File: src/design/tfs_pkg.sv
// ----------------------------------------------------------------------------
// Three-level feedback scheduler package
// Shared types, codes and constants of the controller and the datapath.
// ----------------------------------------------------------------------------
package tfs_pkg;

  localparam int unsigned BUDGET_W = 10;
  localparam int unsigned AGE_W    = 9;
  localparam int unsigned OUT_ID_W = 6;
  localparam int unsigned SLICE_W  = 7;
  localparam int unsigned STATUS_W = 2;
  localparam int unsigned CFG_IDX_W  = 1;
  localparam int unsigned CFG_DATA_W = 10;
  localparam int unsigned COUNT_W  = 11;

  localparam logic [BUDGET_W-1:0] BUDGET_RESET = 10'd300;
  localparam logic [AGE_W-1:0]    AGE_RESET    = 9'd375;

  localparam logic [SLICE_W-1:0] SLICE_L0 = 7'd25;
  localparam logic [SLICE_W-1:0] SLICE_L1 = 7'd50;
  localparam logic [SLICE_W-1:0] SLICE_L2 = 7'd100;

  localparam logic [STATUS_W-1:0] ST_OK    = 2'd0;
  localparam logic [STATUS_W-1:0] ST_EMPTY = 2'd1;
  localparam logic [STATUS_W-1:0] ST_NO_ID = 2'd2;

  localparam logic [CFG_IDX_W-1:0] CFG_ROUND_BUDGET = 1'b0;
  localparam logic [CFG_IDX_W-1:0] CFG_AGE_LIMIT    = 1'b1;

  typedef enum logic [3:0] {
    OP_NONE,
    OP_LATCH,
    OP_CREATE,
    OP_START,
    OP_CHG_RD,
    OP_CHG_WR,
    OP_RF_INIT,
    OP_WALK,
    OP_WALK_NX,
    OP_MOVE,
    OP_MOVE_NX,
    OP_OUT_RD,
    OP_OUT_WR,
    OP_EMIT
  } dp_op_e;

  // Refill counting passes, in the order they run.
  typedef enum logic [2:0] {
    PH_2A,
    PH_1A,
    PH_0,
    PH_1B,
    PH_2B
  } walk_ph_e;

  typedef struct packed {
    dp_op_e     op;
    walk_ph_e   ph;
    logic [1:0] lvl;
  } dp_cmd_t;

  typedef struct packed {
    logic mode;
    logic started;
    logic run_empty;
    logic walk_go;
    logic move_go;
  } dp_sts_t;

  function automatic logic [1:0] clamp_level(input logic [1:0] lvl);
    return (lvl > 2'd2) ? 2'd2 : lvl;
  endfunction

  function automatic logic [SLICE_W-1:0] charge_of(input logic [1:0] lvl);
    logic [SLICE_W-1:0] c;
    case (clamp_level(lvl))
      2'd2:    c = SLICE_L2;
      2'd1:    c = SLICE_L1;
      default: c = SLICE_L0;
    endcase
    return c;
  endfunction

  function automatic logic [1:0] ph_level(input walk_ph_e ph);
    logic [1:0] l;
    case (ph)
      PH_2A, PH_2B: l = 2'd2;
      PH_1A, PH_1B: l = 2'd1;
      default:      l = 2'd0;
    endcase
    return l;
  endfunction

endpackage

File: src/design/tfs_ctrl.sv
// ----------------------------------------------------------------------------
// Scheduler controller
// Sequences create, start, charge, refill walk, refill move and result hand-off.
// ----------------------------------------------------------------------------
module tfs_ctrl (
  input  logic            clk_i,
  input  logic            rst_ni,
  input  logic            in_valid_i,
  output logic            in_ready_o,
  output logic            out_valid_o,
  input  logic            out_ready_i,
  output tfs_pkg::dp_cmd_t cmd_o,
  input  tfs_pkg::dp_sts_t sts_i
);
  import tfs_pkg::*;

  typedef enum logic [14:0] {
    S_IDLE    = 15'b000000000000001,
    S_DISP    = 15'b000000000000010,
    S_CREATE  = 15'b000000000000100,
    S_START   = 15'b000000000001000,
    S_CHG_RD  = 15'b000000000010000,
    S_CHG_WR  = 15'b000000000100000,
    S_POST    = 15'b000000001000000,
    S_RF_INIT = 15'b000000010000000,
    S_WALK    = 15'b000000100000000,
    S_WALK_NX = 15'b000001000000000,
    S_MOVE    = 15'b000010000000000,
    S_MOVE_NX = 15'b000100000000000,
    S_OUT_RD  = 15'b001000000000000,
    S_OUT_WR  = 15'b010000000000000,
    S_EMIT    = 15'b100000000000000
  } state_e;

  state_e     state_q, state_d;
  walk_ph_e   phase_q, phase_d;
  logic [1:0] mv_lvl_q, mv_lvl_d;
  logic       out_valid_q, out_valid_d;

  always_comb begin
    state_d     = state_q;
    phase_d     = phase_q;
    mv_lvl_d    = mv_lvl_q;
    out_valid_d = out_valid_q & ~out_ready_i;
    in_ready_o  = 1'b0;
    cmd_o.op    = OP_NONE;
    cmd_o.ph    = phase_q;
    cmd_o.lvl   = mv_lvl_q;
    unique case (state_q)
      S_IDLE: begin
        in_ready_o = 1'b1;
        if (in_valid_i) begin
          cmd_o.op = OP_LATCH;
          state_d  = S_DISP;
        end
      end
      S_DISP: begin
        if (!sts_i.mode) begin
          state_d = S_CREATE;
        end else if (!sts_i.started) begin
          state_d = S_START;
        end else if (!sts_i.run_empty) begin
          state_d = S_CHG_RD;
        end else begin
          state_d = S_RF_INIT;
        end
      end
      S_CREATE: begin
        cmd_o.op = OP_CREATE;
        state_d  = S_EMIT;
      end
      S_START: begin
        cmd_o.op = OP_START;
        state_d  = S_RF_INIT;
      end
      S_CHG_RD: begin
        cmd_o.op = OP_CHG_RD;
        state_d  = S_CHG_WR;
      end
      S_CHG_WR: begin
        cmd_o.op = OP_CHG_WR;
        state_d  = S_POST;
      end
      S_POST: begin
        state_d = sts_i.run_empty ? S_RF_INIT : S_OUT_RD;
      end
      S_RF_INIT: begin
        cmd_o.op = OP_RF_INIT;
        phase_d  = PH_2A;
        state_d  = S_WALK;
      end
      S_WALK: begin
        if (sts_i.walk_go) begin
          cmd_o.op = OP_WALK;
          state_d  = S_WALK_NX;
        end else begin
          case (phase_q)
            PH_2A:   phase_d = PH_1A;
            PH_1A:   phase_d = PH_0;
            PH_0:    phase_d = PH_1B;
            PH_1B:   phase_d = PH_2B;
            default: begin
              mv_lvl_d = 2'd0;
              state_d  = S_MOVE;
            end
          endcase
        end
      end
      S_WALK_NX: begin
        cmd_o.op = OP_WALK_NX;
        state_d  = S_WALK;
      end
      S_MOVE: begin
        if (sts_i.move_go) begin
          cmd_o.op = OP_MOVE;
          state_d  = S_MOVE_NX;
        end else if (mv_lvl_q == 2'd2) begin
          state_d = S_OUT_RD;
        end else begin
          mv_lvl_d = mv_lvl_q + 2'd1;
        end
      end
      S_MOVE_NX: begin
        cmd_o.op = OP_MOVE_NX;
        state_d  = S_MOVE;
      end
      S_OUT_RD: begin
        cmd_o.op = OP_OUT_RD;
        state_d  = S_OUT_WR;
      end
      S_OUT_WR: begin
        cmd_o.op = OP_OUT_WR;
        state_d  = S_EMIT;
      end
      S_EMIT: begin
        if (!out_valid_q || out_ready_i) begin
          cmd_o.op    = OP_EMIT;
          out_valid_d = 1'b1;
          state_d     = S_IDLE;
        end
      end
      default: state_d = S_IDLE;
    endcase
  end

  always_ff @(posedge clk_i or negedge rst_ni) begin
    if (!rst_ni) begin
      state_q     <= S_IDLE;
      phase_q     <= PH_2A;
      mv_lvl_q    <= 2'd0;
      out_valid_q <= 1'b0;
    end else begin
      state_q     <= state_d;
      phase_q     <= phase_d;
      mv_lvl_q    <= mv_lvl_d;
      out_valid_q <= out_valid_d;
    end
  end

  assign out_valid_o = out_valid_q;

endmodule

File: src/design/tfs_datapath.sv
// ----------------------------------------------------------------------------
// Scheduler datapath
// Per-thread link, level and run-time memories, queue pointers, refill
// counters, configuration registers and the result registers.
// ----------------------------------------------------------------------------
module tfs_datapath #(
  parameter int unsigned MAX_THREADS = 64
) (
  input  logic                              clk_i,
  input  logic                              rst_ni,
  input  logic                              cfg_we_i,
  input  logic [tfs_pkg::CFG_IDX_W-1:0]     cfg_idx_i,
  input  logic [tfs_pkg::CFG_DATA_W-1:0]    cfg_data_i,
  input  logic                              mode_i,
  input  logic                              whole_slice_i,
  input  logic                              exited_i,
  input  tfs_pkg::dp_cmd_t                  cmd_i,
  output tfs_pkg::dp_sts_t                  sts_o,
  output logic [tfs_pkg::OUT_ID_W-1:0]      next_thread_o,
  output logic [tfs_pkg::SLICE_W-1:0]       slice_ms_o,
  output logic [tfs_pkg::OUT_ID_W-1:0]      new_thread_o,
  output logic [tfs_pkg::STATUS_W-1:0]      status_o
);
  import tfs_pkg::*;

  localparam int unsigned IW = $clog2(MAX_THREADS);
  localparam logic [IW:0] ID_LIMIT = (IW+1)'(MAX_THREADS);

  // Thread stores; entries are written before any read that matters.
  logic [IW-1:0]    link_mem [MAX_THREADS];
  logic [1:0]       lvl_mem  [MAX_THREADS];
  logic [AGE_W-1:0] time_mem [MAX_THREADS];

  logic [IW-1:0]    rd_addr;
  logic [IW-1:0]    link_rd_q;
  logic [1:0]       lvl_rd_q;
  logic [AGE_W-1:0] time_rd_q;

  logic             link_we;
  logic [IW-1:0]    link_waddr, link_wdata;
  logic             lvl_we, time_we;
  logic [IW-1:0]    wr_addr;
  logic [1:0]       lvl_wdata;
  logic [AGE_W-1:0] time_wdata;

  logic [BUDGET_W-1:0] budget_q;
  logic [AGE_W-1:0]    age_q;

  logic          started_q, started_d;
  logic [IW:0]   next_id_q, next_id_d;
  logic [IW-1:0] run_head_q, run_head_d, run_tail_q, run_tail_d;
  logic [IW-1:0] head_q [3];
  logic [IW-1:0] head_d [3];
  logic [IW-1:0] tail_q [3];
  logic [IW-1:0] tail_d [3];
  logic [IW-1:0] cur_q [3];
  logic [IW-1:0] cur_d [3];
  logic [IW-1:0] n_q [3];
  logic [IW-1:0] n_d [3];
  logic [COUNT_W-1:0] count_q, count_d;
  logic mode_q, mode_d, whole_q, whole_d, exited_q, exited_d;

  logic [OUT_ID_W-1:0] res_next_q, res_next_d, res_new_q, res_new_d;
  logic [SLICE_W-1:0]  res_slice_q, res_slice_d;
  logic [STATUS_W-1:0] res_st_q, res_st_d;
  logic [OUT_ID_W-1:0] out_next_q, out_next_d, out_new_q, out_new_d;
  logic [SLICE_W-1:0]  out_slice_q, out_slice_d;
  logic [STATUS_W-1:0] out_st_q, out_st_d;

  logic [1:0]         wl;
  logic [1:0]         ml;
  logic [COUNT_W-1:0] budget_x;
  logic               walk_go;

  assign wl       = ph_level(cmd_i.ph);
  assign ml       = cmd_i.lvl;
  assign budget_x = COUNT_W'(budget_q);

  always_comb begin
    logic [IW-1:0] c;
    c = cur_q[wl];
    case (cmd_i.ph)
      PH_2A:   walk_go = (c != '0) && (n_q[2] == '0);
      PH_1A:   walk_go = (c != '0) && (n_q[1] < IW'(2));
      default: walk_go = (c != '0) && (count_q < budget_x);
    endcase
  end

  assign sts_o.mode      = mode_q;
  assign sts_o.started   = started_q;
  assign sts_o.run_empty = (run_head_q == '0);
  assign sts_o.walk_go   = walk_go;
  assign sts_o.move_go   = (n_q[ml] != '0) && (head_q[ml] != '0);

  always_comb begin
    logic [IW-1:0]      id;
    logic [IW-1:0]      nxt;
    logic [1:0]         lc;
    logic [1:0]         nl;
    logic [AGE_W:0]     tsum;
    logic               aged;
    started_d   = started_q;
    next_id_d   = next_id_q;
    run_head_d  = run_head_q;
    run_tail_d  = run_tail_q;
    head_d      = head_q;
    tail_d      = tail_q;
    cur_d       = cur_q;
    n_d         = n_q;
    count_d     = count_q;
    mode_d      = mode_q;
    whole_d     = whole_q;
    exited_d    = exited_q;
    res_next_d  = res_next_q;
    res_new_d   = res_new_q;
    res_slice_d = res_slice_q;
    res_st_d    = res_st_q;
    out_next_d  = out_next_q;
    out_new_d   = out_new_q;
    out_slice_d = out_slice_q;
    out_st_d    = out_st_q;
    rd_addr     = run_head_q;
    link_we     = 1'b0;
    link_waddr  = '0;
    link_wdata  = '0;
    lvl_we      = 1'b0;
    time_we     = 1'b0;
    wr_addr     = '0;
    lvl_wdata   = 2'd0;
    time_wdata  = '0;
    id          = '0;
    nxt         = '0;
    lc          = clamp_level(lvl_rd_q);
    nl          = 2'd0;
    tsum        = (AGE_W+1)'(time_rd_q) + (AGE_W+1)'(charge_of(lc));
    aged        = (tsum >= (AGE_W+1)'(age_q));
    case (cmd_i.op)
      OP_LATCH: begin
        mode_d   = mode_i;
        whole_d  = whole_slice_i;
        exited_d = exited_i;
      end
      OP_CREATE: begin
        res_next_d  = '0;
        res_slice_d = '0;
        if (next_id_q < ID_LIMIT) begin
          id         = next_id_q[IW-1:0];
          wr_addr    = id;
          lvl_we     = 1'b1;
          time_we    = 1'b1;
          if (tail_q[0] != '0) begin
            link_we    = 1'b1;
            link_waddr = tail_q[0];
            link_wdata = id;
          end else begin
            head_d[0] = id;
          end
          tail_d[0] = id;
          next_id_d = next_id_q + 1'b1;
          res_new_d = OUT_ID_W'(id);
          res_st_d  = ST_OK;
        end else begin
          res_new_d = '0;
          res_st_d  = ST_NO_ID;
        end
      end
      OP_START: begin
        started_d  = 1'b1;
        wr_addr    = IW'(1);
        lvl_we     = 1'b1;
        time_we    = 1'b1;
        link_we    = 1'b1;
        link_waddr = IW'(1);
        link_wdata = head_q[0];
        if (head_q[0] == '0) begin
          tail_d[0] = IW'(1);
        end
        head_d[0] = IW'(1);
      end
      OP_CHG_WR: begin
        id         = run_head_q;
        wr_addr    = id;
        time_we    = 1'b1;
        time_wdata = aged ? '0 : tsum[AGE_W-1:0];
        nxt        = (id == run_tail_q) ? '0 : link_rd_q;
        run_head_d = nxt;
        if (nxt == '0) begin
          run_tail_d = '0;
        end
        if (!exited_q) begin
          nl = aged ? 2'd0 : lc;
          if (whole_q && !aged && (nl < 2'd2)) begin
            nl = nl + 2'd1;
          end
          lvl_we    = 1'b1;
          lvl_wdata = nl;
          if (tail_q[nl] != '0) begin
            link_we    = 1'b1;
            link_waddr = tail_q[nl];
            link_wdata = id;
          end else begin
            head_d[nl] = id;
          end
          tail_d[nl] = id;
        end
      end
      OP_RF_INIT: begin
        cur_d   = head_q;
        n_d[0]  = '0;
        n_d[1]  = '0;
        n_d[2]  = '0;
        count_d = '0;
      end
      OP_WALK: begin
        rd_addr = cur_q[wl];
        case (cmd_i.ph)
          PH_2A: begin
            count_d = count_q + COUNT_W'(SLICE_L2);
            n_d[2]  = n_q[2] + 1'b1;
          end
          PH_1A: begin
            count_d = count_q + COUNT_W'(SLICE_L1);
            n_d[1]  = n_q[1] + 1'b1;
          end
          PH_0: begin
            count_d = count_q + COUNT_W'(SLICE_L0);
            n_d[0]  = n_q[0] + 1'b1;
          end
          PH_1B: begin
            if (count_q + COUNT_W'(SLICE_L1) <= budget_x) begin
              count_d = count_q + COUNT_W'(SLICE_L1);
              n_d[1]  = n_q[1] + 1'b1;
            end
          end
          default: begin
            if (count_q + COUNT_W'(SLICE_L2) <= budget_x) begin
              count_d = count_q + COUNT_W'(SLICE_L2);
              n_d[2]  = n_q[2] + 1'b1;
            end
          end
        endcase
      end
      OP_WALK_NX: begin
        cur_d[wl] = (cur_q[wl] == tail_q[wl]) ? '0 : link_rd_q;
      end
      OP_MOVE: begin
        id      = head_q[ml];
        rd_addr = id;
        if (run_tail_q != '0) begin
          link_we    = 1'b1;
          link_waddr = run_tail_q;
          link_wdata = id;
        end else begin
          run_head_d = id;
        end
        run_tail_d = id;
        n_d[ml]    = n_q[ml] - 1'b1;
      end
      OP_MOVE_NX: begin
        id         = head_q[ml];
        nxt        = (id == tail_q[ml]) ? '0 : link_rd_q;
        head_d[ml] = nxt;
        if (nxt == '0) begin
          tail_d[ml] = '0;
        end
      end
      OP_OUT_WR: begin
        res_new_d = '0;
        if (run_head_q != '0) begin
          res_next_d  = OUT_ID_W'(run_head_q);
          res_slice_d = charge_of(lc);
          res_st_d    = ST_OK;
        end else begin
          res_next_d  = '0;
          res_slice_d = '0;
          res_st_d    = ST_EMPTY;
        end
      end
      OP_EMIT: begin
        out_next_d  = res_next_q;
        out_new_d   = res_new_q;
        out_slice_d = res_slice_q;
        out_st_d    = res_st_q;
      end
      default: ;
    endcase
  end

  always_ff @(posedge clk_i) begin
    if (link_we) begin
      link_mem[link_waddr] <= link_wdata;
    end
    if (lvl_we) begin
      lvl_mem[wr_addr] <= lvl_wdata;
    end
    if (time_we) begin
      time_mem[wr_addr] <= time_wdata;
    end
    link_rd_q <= link_mem[rd_addr];
    lvl_rd_q  <= lvl_mem[rd_addr];
    time_rd_q <= time_mem[rd_addr];
  end

  always_ff @(posedge clk_i or negedge rst_ni) begin
    if (!rst_ni) begin
      budget_q <= BUDGET_RESET;
      age_q    <= AGE_RESET;
    end else if (cfg_we_i) begin
      unique case (cfg_idx_i)
        CFG_ROUND_BUDGET: budget_q <= cfg_data_i[BUDGET_W-1:0];
        CFG_AGE_LIMIT:    age_q    <= cfg_data_i[AGE_W-1:0];
        default:          ;
      endcase
    end
  end

  always_ff @(posedge clk_i or negedge rst_ni) begin
    if (!rst_ni) begin
      started_q  <= 1'b0;
      next_id_q  <= (IW+1)'(2);
      run_head_q <= '0;
      run_tail_q <= '0;
      for (int i = 0; i < 3; i++) begin
        head_q[i] <= '0;
        tail_q[i] <= '0;
      end
    end else begin
      started_q  <= started_d;
      next_id_q  <= next_id_d;
      run_head_q <= run_head_d;
      run_tail_q <= run_tail_d;
      head_q     <= head_d;
      tail_q     <= tail_d;
    end
  end

  always_ff @(posedge clk_i) begin
    cur_q       <= cur_d;
    n_q         <= n_d;
    count_q     <= count_d;
    mode_q      <= mode_d;
    whole_q     <= whole_d;
    exited_q    <= exited_d;
    res_next_q  <= res_next_d;
    res_new_q   <= res_new_d;
    res_slice_q <= res_slice_d;
    res_st_q    <= res_st_d;
    out_next_q  <= out_next_d;
    out_new_q   <= out_new_d;
    out_slice_q <= out_slice_d;
    out_st_q    <= out_st_d;
  end

  assign next_thread_o = out_next_q;
  assign new_thread_o  = out_new_q;
  assign slice_ms_o    = out_slice_q;
  assign status_o      = out_st_q;

endmodule

File: src/design/three_level_feedback_scheduler.sv
// ----------------------------------------------------------------------------
// Three-level feedback scheduler
// Creates thread ids and picks the next thread to run from three feedback
// levels, refilling a running queue within a configurable slice budget.
// ----------------------------------------------------------------------------
//   channel  | handshake                  | payload
//   ---------+----------------------------+-------------------------------------
//   input    | in_valid_i / in_ready_o    | mode_i, whole_slice_i, exited_i
//   result   | out_valid_o / out_ready_i  | next_thread_o, slice_ms_o,
//            |                            | new_thread_o, status_o
//   config   | cfg_we_i (no wait)         | cfg_idx_i, cfg_data_i
//
// A create beat passes dispatch and create before its result. A schedule beat
// that leaves the running queue populated charges its thread and reads the
// result; one that refills it also walks the level lists and moves threads,
// each step being one read of the thread link memory (with no thread charged
// first when the running queue was empty, and a start on the very first
// schedule beat). One beat is worked on at a time; the next is accepted as
// soon as the result has gone to the output register, even while that result
// still waits for out_ready_i.
// Reset is asynchronous and clears all queues; the per-thread memories need
// no clearing since every entry is written before it is read.
// ----------------------------------------------------------------------------
module three_level_feedback_scheduler #(
  parameter int unsigned MAX_THREADS = 64
) (
  input  logic                              clk_i,
  input  logic                              rst_ni,
  input  logic                              cfg_we_i,
  input  logic [tfs_pkg::CFG_IDX_W-1:0]     cfg_idx_i,
  input  logic [tfs_pkg::CFG_DATA_W-1:0]    cfg_data_i,
  input  logic                              in_valid_i,
  output logic                              in_ready_o,
  input  logic                              mode_i,
  input  logic                              whole_slice_i,
  input  logic                              exited_i,
  output logic                              out_valid_o,
  input  logic                              out_ready_i,
  output logic [tfs_pkg::OUT_ID_W-1:0]      next_thread_o,
  output logic [tfs_pkg::SLICE_W-1:0]       slice_ms_o,
  output logic [tfs_pkg::OUT_ID_W-1:0]      new_thread_o,
  output logic [tfs_pkg::STATUS_W-1:0]      status_o
);
  import tfs_pkg::*;

  // The controller only sequences; every queue and memory update lives in
  // the datapath and is selected by the command it is given each cycle.
  dp_cmd_t cmd;
  dp_sts_t sts;

  tfs_ctrl u_ctrl (
    .clk_i       (clk_i),
    .rst_ni      (rst_ni),
    .in_valid_i  (in_valid_i),
    .in_ready_o  (in_ready_o),
    .out_valid_o (out_valid_o),
    .out_ready_i (out_ready_i),
    .cmd_o       (cmd),
    .sts_i       (sts)
  );

  // Queues are singly linked lists through the link memory. The last entry
  // of a list is recognised by comparing with its tail pointer, so a link
  // never has to be cleared when a thread is appended.
  tfs_datapath #(
    .MAX_THREADS (MAX_THREADS)
  ) u_datapath (
    .clk_i         (clk_i),
    .rst_ni        (rst_ni),
    .cfg_we_i      (cfg_we_i),
    .cfg_idx_i     (cfg_idx_i),
    .cfg_data_i    (cfg_data_i),
    .mode_i        (mode_i),
    .whole_slice_i (whole_slice_i),
    .exited_i      (exited_i),
    .cmd_i         (cmd),
    .sts_o         (sts),
    .next_thread_o (next_thread_o),
    .slice_ms_o    (slice_ms_o),
    .new_thread_o  (new_thread_o),
    .status_o      (status_o)
  );

endmodule

File: config.mk
export PLATFORM = sky130hd
export DESIGN_NAME = three_level_feedback_scheduler
export DESIGN_NICKNAME = d
export VERILOG_FILES = /design/src/design/tfs_pkg.sv /design/src/design/tfs_ctrl.sv /design/src/design/tfs_datapath.sv /design/src/design/three_level_feedback_scheduler.sv
export SDC_FILE = /design/constraint.sdc
export NUM_CORES = 2
export LEC_CHECK = 0
export BUFFER_PORTS_ARGS = -buffer_cell sky130_fd_sc_hd__clkbuf_2
export CAP_MARGIN = 20
export CELL_PAD_IN_SITES_DETAIL_PLACEMENT = 0
export CELL_PAD_IN_SITES_GLOBAL_PLACEMENT = 1
export CORE_MARGIN = 5
export CORE_UTILIZATION = 41
export DETAILED_ROUTE_END_ITERATION = 8
export GPL_TIMING_DRIVEN = 1
export MAX_ROUTING_LAYER = met4
export PLACE_DENSITY_LB_ADDON = 0.1
export SLEW_MARGIN = 40
export SYNTH_ARGS = -nofsm -noshare
export SYNTH_HDL_FRONTEND = slang
export SYNTH_SLANG_ARGS = --single-unit
export TNS_END_PERCENT = 10
File: constraint.sdc
create_clock -name clk_i -period 8.18 [get_ports clk_i]
set_input_delay 1.227 -clock clk_i [delete_from_list [all_inputs] [get_ports clk_i]]
set_output_delay 1.227 -clock clk_i [all_outputs]
set_load 0.01 [all_outputs]
==> metrics.cfg <==
[outcome]
outcome = finished, final reports clean

[critical_path]
r2r-end = u_datapath.link_mem[34][1]
path_class = flop to flop
cp.required_ns = 8.58
arrival_ns = 7.13
r2r_start = u_datapath.lvl_rd_q[1]
cp-end-kind = flop
cp_max_fo = 9
r2r_slack_ns = 1.44
rr_worst_depth = 21
startpoint_type = flop

[timing]
period_minus_slack_ns = 6.736
setup_tns_ns = 0
fin_crit_sh_pct = 82.35
slew_headroom_pct = 37.47
hold_violations = 0
skew_ns = 0.02328
worst_pin_slew_ns = 0.9351
setup_viol = 0
final-max-slew-violation-count = 0
rsz0062_at_grt = no
fmax_mhz = 148.4

[routing]
dr.pass1.iters = 5
routedWlPerCell_um = 27.19
drc = 0
wirelength_um = 168600
detail-route-antenna-nets = 0
vias_per_cell = 5.820
drtIter0Drc = 3544
vias = 36090

[clock_network]
cts_made_buffers = 142
cts_setup_buffers = 0
cts_max_level = 4
cts_hold_buf = 0
cts_resized = 0
cts.sinks = 1289
cts_tree = built
insertion_delay_ns = 0.78
path_clk_slew_ns = 0.06
root_buffer = clkbuf_16
clockBufferDepth = 3

[final_layout]
final_common_cell = edfxtp_1
area_growth_pct = 12.69
final_cell_mix = edfxtp_1, nand2_1, a21oi_1
drive_above_1_share_pct = 11.35
fin_nets = 4394

[logic_synthesis]
synth_edf_count = 1176
ys_seq_area_share_pct = 68.91
yosysWarnings = 0
ys_ff_latch = 1289
synth_area_um2 = 55250
ys_types = 87
avgSynthCellArea_um2 = 12.84
yosys_most_used_dff = edfxtp_1
syn_inst = 4303
async_reset_ff_share_pct = 7.448

[pwr]
total_power_mw = 15.61
power-per-cell-area_nw_per_um2 = 250.8
leakage_nw = 20.03
irDropWorstVdd_mv = 0.1490

[hold_path]
min-delay-path-class = input port to async pin

[global_routing]
grt.busiest_layer = met2
grt_pass1_vias = 35200
use_met1_pct = 33.91
antenna_found_initial = 1
grt_use_met2_pct = 37.46
grt.total_usage_pct = 24.10
grt-ovfl-total = 0
grt_pass1_wl_um = 245900
grt_max_degree = 81
use_met3_pct = 3.822

[placed_design]
dp_hpwl_um = 106400
gp_congestion = 0.8678
port_buffers = 41

[floorplanning]
initial_utilization_pct = 41.35
std_cell_rows = 134
core_region_area_um2 = 133600
die_width_um = 377.1
boundaryPins = 42
die_h_um = 377.1
die-area_um2 = 142200

[job]
cap_violations = 0

## per-layer routing
layer  part of all wire (%)  vias up
met5                      0        -
met4                    1.9        0
met3                    5.7      220
met2                     47     1145
met1                     46    18410
li1                       -    16310
## worst max path at each step
stage	from	to	slack, ns	cells after the start
final	u_datapath.lvl_rd_q[1]	u_datapath.link_mem[34][1]	1.44	21
after global routing	u_datapath.lvl_rd_q[1]	u_datapath.link_mem[34][2]	1.18	21
after CTS	u_datapath.lvl_rd_q[1]	u_datapath.link_mem[34][5]	1.61	21
after detailed placement	u_datapath.lvl_rd_q[1]	u_datapath.link_mem[24][1]	1.63	21
after global placement	u_datapath.lvl_rd_q[1]	u_datapath.link_mem[26][5]	1.76	21
after floorplan	u_datapath.lvl_rd_q[1]	u_datapath.lvl_mem[0][1]	2.36	17
## registers in the layout, summed over array words and instances, names as in the netlist, 3 cells and up
register,cells
u_ctrl.state_q,15
u_datapath.head_q,18
u_datapath.run_head_q,6
u_datapath.res_slice_q,5
u_datapath.next_thread_o,6
u_datapath.n_q,18
u_datapath.tail_q,18
u_datapath.budget_q,10
u_datapath.time_rd_q,9
u_datapath.age_q,9
u_datapath.lvl_mem,128
u_datapath.new_thread_o,6
u_datapath.time_mem,576
u_ctrl.phase_q,3
u_datapath.run_tail_q,6
u_datapath.res_next_q,6
u_datapath.link_rd_q,6
u_datapath.link_mem,384
u_datapath.next_id_q,7
u_datapath.cur_q,18
u_datapath.count_q,11
u_datapath.res_new_q,6
u_datapath.slice_ms_o,5
## logic make-up after synthesis
kind of cell	Yosys count	synth area share, %
xor gates and xnor gates	57	0.9036
muxes	177	3.252
AOI/OAI and AO/OA	975	11.87
other	1	0.006788
buffers and inverters	328	2.500
and+or+nand+nor	1420	11.27
DFF	1289	68.91
adders and majority gates	56	1.282
## critical path, stage by stage (launching register included)
cell and delay (ns):
dfxtp_1 0.53, nor2_1 0.24, and2_1 0.22, fa_1 0.39
a21oi_1 0.15, o21ai_0 0.14, a21o_1 0.21, a21o_1 0.19
a21o_1 0.17, nand2_1 0.07, xnor2_1 0.15, ha_1 0.28
and4_1 0.17, a221oi_1 0.26, o21ai_0 0.22, nor2_1 0.44
buf_4 0.27, a2bb2oi_1 0.11, a222oi_1 0.73, nor2b_1 0.26
nand2_1 0.44, nor2_1 0.71
## per-stage QoR
| stage | utilization, % | cell area [um^2] | cells | setup WS (ns) | hold WS, ns |
|---|---|---|---|---|---|
| 2_1_floorplan | - | 55270 | 4308 | 2.361 | 0.4003 |
| 3_3_place_gp | 42.98 | 57440 | 5935 | 1.759 | 0.4073 |
| 3_5_place_dp | 43.17 | 57690 | 5939 | 1.628 | 0.4045 |
| 4_1_cts | 46.49 | 62120 | 6194 | 1.610 | 0.3479 |
| 5_1_grt | 46.59 | 62250 | 6198 | 1.183 | 0.3890 |
| 6_report | 46.59 | 62260 | 6200 | 1.444 | 0.3901 |
## layout make-up
type                    count  area [um^2]
inverters                  43        161.4
fillers                 11890        71370
clock inverters            63        568.0
well taps                1768         2212
flip-flops and latches   1289        38070
repair buffers            152         1207
multi-input cells        2691        16170
diodes                      2        5.005
clock buffers             192         3864
## Yosys cell counts, drive strengths merged (36+ instances only)
| cell type | n | area share (%) |
|---|---|---|
| a22oi | 114 | 1.5 |
| xnor2 | 36 | 0.57 |
| buf | 99 | 0.94 |
| edfxtp | 1176 | 64 |
| ha | 55 | 1.2 |
| inv | 42 | 0.29 |
| nor2 | 286 | 1.9 |
| a31oi | 41 | 0.48 |
| nor3 | 52 | 0.48 |
| o22ai | 73 | 0.83 |
| nand3 | 109 | 0.99 |
| dfrtp | 83 | 3.8 |
| a21oi | 237 | 2.2 |
| nand2 | 755 | 5.1 |
| and3 | 54 | 0.61 |
| a22o | 48 | 0.76 |
| a32oi | 85 | 1.3 |
| a2111oi | 53 | 0.84 |
| clkbuf | 186 | 1.3 |
| mux2i | 157 | 2.8 |
| a211oi | 41 | 0.57 |
| o21ai | 159 | 1.4 |
## report_power, final
group / switching [mW] / internal, mW / leakage [nW] / total (mW)
Sequential: 0.189 / 7.22 / 11.2 / 7.41
Combinational: 1.35 / 0.683 / 6.68 / 2.03
Clock: 2.63 / 3.54 / 2.16 / 6.17
Total: 4.17 / 11.4 / 20.0 / 15.6
No activity file was read; power rests on OpenSTA's default activity.
